<file path="src/design/pip_pkg.sv">
// Shared types, widths and codes for the point-in-polygon test block.
`default_nettype none

package pip_pkg;

  // Field widths fixed by the interface
  localparam int COORD_W          = 16;
  localparam int DIFF_W           = COORD_W + 1;
  localparam int PROD_W           = 2 * DIFF_W;
  localparam int INDEX_W          = 6;
  localparam int VERTEX_COUNT_W   = 7;
  localparam int IN_TDATA_W       = 40;  // 38 payload bits padded to bytes
  localparam int OUT_TDATA_W      = 8;
  localparam int MAX_VERTICES_DEF = 64;

  // Kind codes carried in tuser
  localparam logic KIND_STORE = 1'b0;
  localparam logic KIND_QUERY = 1'b1;

  // One stored vertex, x in the low half
  typedef struct packed {
    logic signed [COORD_W-1:0] y;
    logic signed [COORD_W-1:0] x;
  } vertex_t;

  // Walk control that rides along with a memory read
  typedef struct packed {
    logic valid;  // read data is on the bus this cycle
    logic first;  // wrap vertex: only primes the previous-vertex register
    logic last;   // final edge of the walk
  } edge_req_t;

  // Per-edge outcome from the crossing unit
  typedef struct packed {
    logic valid;
    logic toggle;
    logic last;
  } edge_res_t;

  typedef enum logic [3:0] {
    ST_IDLE  = 4'b0001,
    ST_WALK  = 4'b0010,
    ST_DRAIN = 4'b0100,
    ST_FIN   = 4'b1000
  } pip_state_e;

endpackage : pip_pkg

`default_nettype wire

</file>
<file path="src/design/pip_edge.sv">
// Two-stage edge crossing unit: straddle test, cross products, signed compare.
`default_nettype none

module pip_edge
  import pip_pkg::*;
(
  input  wire logic                      clk_i,
  input  wire logic                      rst_ni,
  input  wire edge_req_t                 req_i,
  input  wire vertex_t                   cur_i,
  input  wire logic signed [COORD_W-1:0] px_i,
  input  wire logic signed [COORD_W-1:0] py_i,
  output edge_res_t                      res_o
);

  vertex_t                   prev_q;
  logic                      v2_q, last2_q, strad_q, dypos_q;
  logic signed [PROD_W-1:0]  lhs_q, rhs_q;

  logic                      strad;
  logic signed [DIFF_W-1:0]  dy, ey, ex, px_d;
  logic signed [PROD_W-1:0]  lhs, rhs;

  // Stage 1: edge (i = cur, j = prev)
  always_comb begin
    strad = ((cur_i.y < py_i) && (prev_q.y >= py_i)) ||
            ((prev_q.y < py_i) && (cur_i.y >= py_i));
    dy    = DIFF_W'(prev_q.y) - DIFF_W'(cur_i.y);
    ey    = DIFF_W'(py_i) - DIFF_W'(cur_i.y);
    ex    = DIFF_W'(prev_q.x) - DIFF_W'(cur_i.x);
    px_d  = DIFF_W'(px_i) - DIFF_W'(cur_i.x);
    lhs   = PROD_W'(ey) * PROD_W'(ex);
    rhs   = PROD_W'(px_d) * PROD_W'(dy);
  end

  // Previous vertex register and product pipeline (payload, no reset)
  always_ff @(posedge clk_i) begin
    if (req_i.valid) begin
      prev_q <= cur_i;
    end
    lhs_q   <= lhs;
    rhs_q   <= rhs;
    strad_q <= strad;
    dypos_q <= ~dy[DIFF_W-1];
  end

  // Stage 2 valid tracking
  always_ff @(posedge clk_i or negedge rst_ni) begin
    if (!rst_ni) begin
      v2_q    <= 1'b0;
      last2_q <= 1'b0;
    end else begin
      v2_q    <= req_i.valid & ~req_i.first;
      last2_q <= req_i.last;
    end
  end

  // Stage 2: sign-corrected compare; dy is nonzero whenever the edge straddles
  always_comb begin
    res_o.valid  = v2_q;
    res_o.last   = last2_q;
    res_o.toggle = strad_q & (dypos_q ? (lhs_q < rhs_q) : (lhs_q > rhs_q));
  end

endmodule : pip_edge

`default_nettype wire

</file>
<file path="config.mk">
export PLATFORM = sky130hd
export DESIGN_NAME = pip_edge
export DESIGN_NICKNAME = d
export VERILOG_FILES = /design/src/design/pip_pkg.sv /design/src/design/pip_edge.sv
export SDC_FILE = /design/constraint.sdc
export NUM_CORES = 2
export LEC_CHECK = 0
export BUFFER_PORTS_ARGS = -buffer_cell sky130_fd_sc_hd__buf_2
export CORE_ASPECT_RATIO = 0.6
export CORE_MARGIN = 1
export CORE_UTILIZATION = 45
export DETAILED_ROUTE_END_ITERATION = 16
export GPL_TIMING_DRIVEN = 0
export HOLD_SLACK_MARGIN = 0.12
export PLACE_DENSITY = 0.59
export SYNTH_ARGS = -nofsm -noshare
export SYNTH_HDL_FRONTEND = slang
export SYNTH_SLANG_ARGS = --single-unit
</file>
<file path="constraint.sdc">
create_clock -name clk_i -period 21.9 [get_ports clk_i]
set_input_delay 3.285 -clock clk_i [delete_from_list [all_inputs] [get_ports clk_i]]
set_output_delay 3.285 -clock clk_i [all_outputs]
set_load 0.02 [all_outputs]
</file>
==> impl_metrics.py <==
metrics = {
    "status": {
        "status": "finished with violations",
        "violations": "capacitance limit, slew limit",
    },
    "floorplan": {
        "num_rows": 70,
        "die_w_microns": 325,
        "ios": 72,
        "start_util_pct": 45.9,
        "fp.coreArea_sq_um": 61300,
        "die_y_microns": 196,
        "dieArea_sq_um": 63600,
    },
    "route": {
        "routed_wl_microns": 83800,
        "drt-initial-drc-count": 1964,
        "drt-pass1-iter-count": 7,
        "wl_per_cell_microns": 21.0,
        "drc": 0,
        "via_per_inst": 5.25,
        "antenna_left": 0,
        "vias": 20900,
    },
    "placement": {
        "placed_cells": 3965,
        "gp_congestion": 0.949,
        "dpl.hpwl_microns": 74200,
        "portBuffers": 71,
    },
    "cells_and_area": {
        "area_growth_syn_to_layout_pct": 6.24,
        "mostFrequentLayoutCell": "inv_1",
        "drive_gt1_share_pct": 4.72,
        "layout_common_cells": "inv_1 (707), fa_1 (596), nand2_1 (333)",
        "layout.nets": 4100,
        "fin_cells": 3987,
    },
    "sta": {
        "tns_ns": 0,
        "rsz0062_at_grt": "false",
        "fin_skew_ns": 0.0117,
        "final.period_utilization_pct": 58.5,
        "fmax_mhz": 78.1,
        "finalMaxSlewViolations": 9,
        "relSlewSlack_pct": -0.843,
        "finalCriticalPeriod_ns": 12.81,
        "hold_viol": 0,
        "setup_viol": 0,
        "tightest_slew_ns": 1.50,
    },
    "yosys": {
        "yosysWarningCount": 0,
        "async_flop_share_pct": 1.92,
        "synthFlopType": "dfxtp_1",
        "synth-edff-count": 32,
        "synth_nets": 4016,
        "synth_cell_type_count": 75,
        "ys_seq_area_share_pct": 8.57,
        "syn_inst": 3066,
        "synth_area_sq_um": 28100,
        "syn_avg_cell_area_sq_um": 9.18,
        "synth-seq-cells": 104,
    },
    "global_routing": {
        "grt_pass1_vias": 22200,
        "antenna_found_initial": 10,
        "grt_max_degree": 34,
        "gr-total-overflow": 0,
        "grt_pass1_wl_microns": 131000,
        "grt_use_total_pct": 27.6,
    },
    "clock_network": {
        "cts_buffer_depth": 2,
        "clkLatencyLatePin_ns": 0.37,
        "htreeDepth": 3,
        "cts-root-buf": "clkbuf_16",
        "cts_sinks": 104,
        "cts_tree": "built",
        "cts_hold_buf": 0,
        "postCtsSetupBuffers": 0,
        "clk_pin_slew_worst_paths_ns": 0.07,
        "cts_resized": 0,
        "numCtsBuffers": 9,
    },
    "setup_path": {
        "path_max_fanout": 10,
        "cp.required_ns": 22.16,
        "criticalPathCategory": "input pin to flip-flop",
        "cp-start-kind": "input pin",
        "r2r-start": "prev_q[16]$_DFFE_PP_",
        "crit_top_cell": "fa_1",
        "crit_start": "cur_i[0]",
        "crit_slowest_cell": "xnor2_1",
        "slowest_delay_ns": 0.99,
        "critPathCaptureType": "flip-flop",
        "crit_arrival_ns": 13.07,
    },
    "min_path": {
        "min_path_type": "flip-flop to flip-flop",
        "min-delay-start": "prev_q[0]$_DFFE_PP_",
    },
    "flow_run": {
        "maxCapViolCount": 1,
    },
}
cells in the mapped netlist (28+ instances only):
| cell | number | area (sq um) |
|---|---|---|
| ha_1 | 285 | 3570 |
| xor2_1 | 37 | 324 |
| nor2b_1 | 72 | 450 |
| dfxtp_1 | 70 | 1400 |
| nor3_1 | 28 | 140 |
| nand2_1 | 333 | 1250 |
| a21o_1 | 43 | 323 |
| nor2_1 | 241 | 905 |
| clkbuf_1 | 55 | 206 |
| inv_1 | 707 | 2650 |
| and2_1 | 69 | 432 |
| edfxtp_1 | 32 | 961 |
| fa_1 | 596 | 11900 |
| a21oi_1 | 86 | 430 |
| xnor2_1 | 101 | 885 |
| o21ai_0 | 36 | 180 |
| nand2b_1 | 37 | 231 |
metrics by stage:
| step | instance area, sq um | setup slack [ns] | util [%] | hold WS, ns |
|---|---|---|---|---|
| 2_1_floorplan | 28100 | 11.14 | - | 0.721 |
| 3_3_place_gp | 29500 | 9.11 | 48.2 | 0.922 |
| 3_5_place_dp | 29500 | 8.92 | 48.2 | 0.947 |
| 4_1_cts | 29800 | 9.30 | 48.7 | 0.966 |
| 5_1_grt | 29900 | 8.78 | 48.7 | 1.04 |
| 6_report | 29900 | 9.09 | 48.8 | 0.974 |
layer usage:
layer	GRT usage (%)	routed length, microns
met1	44.2	40600
met2	38.1	32900
met3	5.84	8980
met4	4.40	1340
met5	0	0
cell type report:
cell class                 count  area, sq um
antenna                        4         10.0
buffer                        71          299
clock buffer                  14          285
clock inverter                 2         11.3
fill                        5916        31400
inverter                     708         2660
multi-input combinational   2183        22800
sequential                   104         2410
tap                          828         1040
timing repair buffer          73          368
worst max-delay path: cells and delay by family:
kind / cells / cell delay [ns]
adder cells (fa/ha/maj): 9 / 4.04
AO/OA/AOI/OAI: 9 / 1.81
AND/OR/NAND/NOR: 7 / 1.72
XOR/XNOR: 2 / 1.12
buffers and inverters: 6 / 1.09
path summary, 6_finish.rpt:
path	end	cells past startpoint	slack, ns
worst min register to register	lhs_q[0]$_DFF_P_	3	0.97
max in group asynchronous	v2_q$_DFF_PN0_	1	19.11
worst max register to register	rhs_q[33]$_DFF_P_	32	12.29
worst max-delay path	rhs_q[33]$_DFF_P_	33	9.09
worst min-delay path	lhs_q[0]$_DFF_P_	3	0.97
min in group asynchronous	last2_q$_DFF_PN0_	1	2.69
flip-flops by register name (all words and copies together), names as in the netlist:
| signal | flops |
|---|---|
| strad_q | 1 |
| last2_q | 1 |
| lhs_q | 34 |
| v2_q | 1 |
| prev_q | 32 |
| rhs_q | 34 |
| dypos_q | 1 |
kinds of logic (layout without fill, tap and decap cells):
group / after synthesis / count (layout) / share of synthesized area [%]
AO/OA/AOI/OAI: 297 / 297 / 7.25
XOR/XNOR: 140 / 140 / 4.41
adder cells (fa/ha/maj): 881 / 881 / 55.1
buffers and inverters: 779 / 868 / 10.5
flip-flops: 104 / 104 / 8.57
multiplexers: 6 / 6 / 0.222
other: 0 / 4 / 0
AND/OR/NAND/NOR: 859 / 859 / 14.0
Power is left out: the tool's default activity adds up to more than one toggle a clock period on the data nets, which glitch-free logic cannot reach.
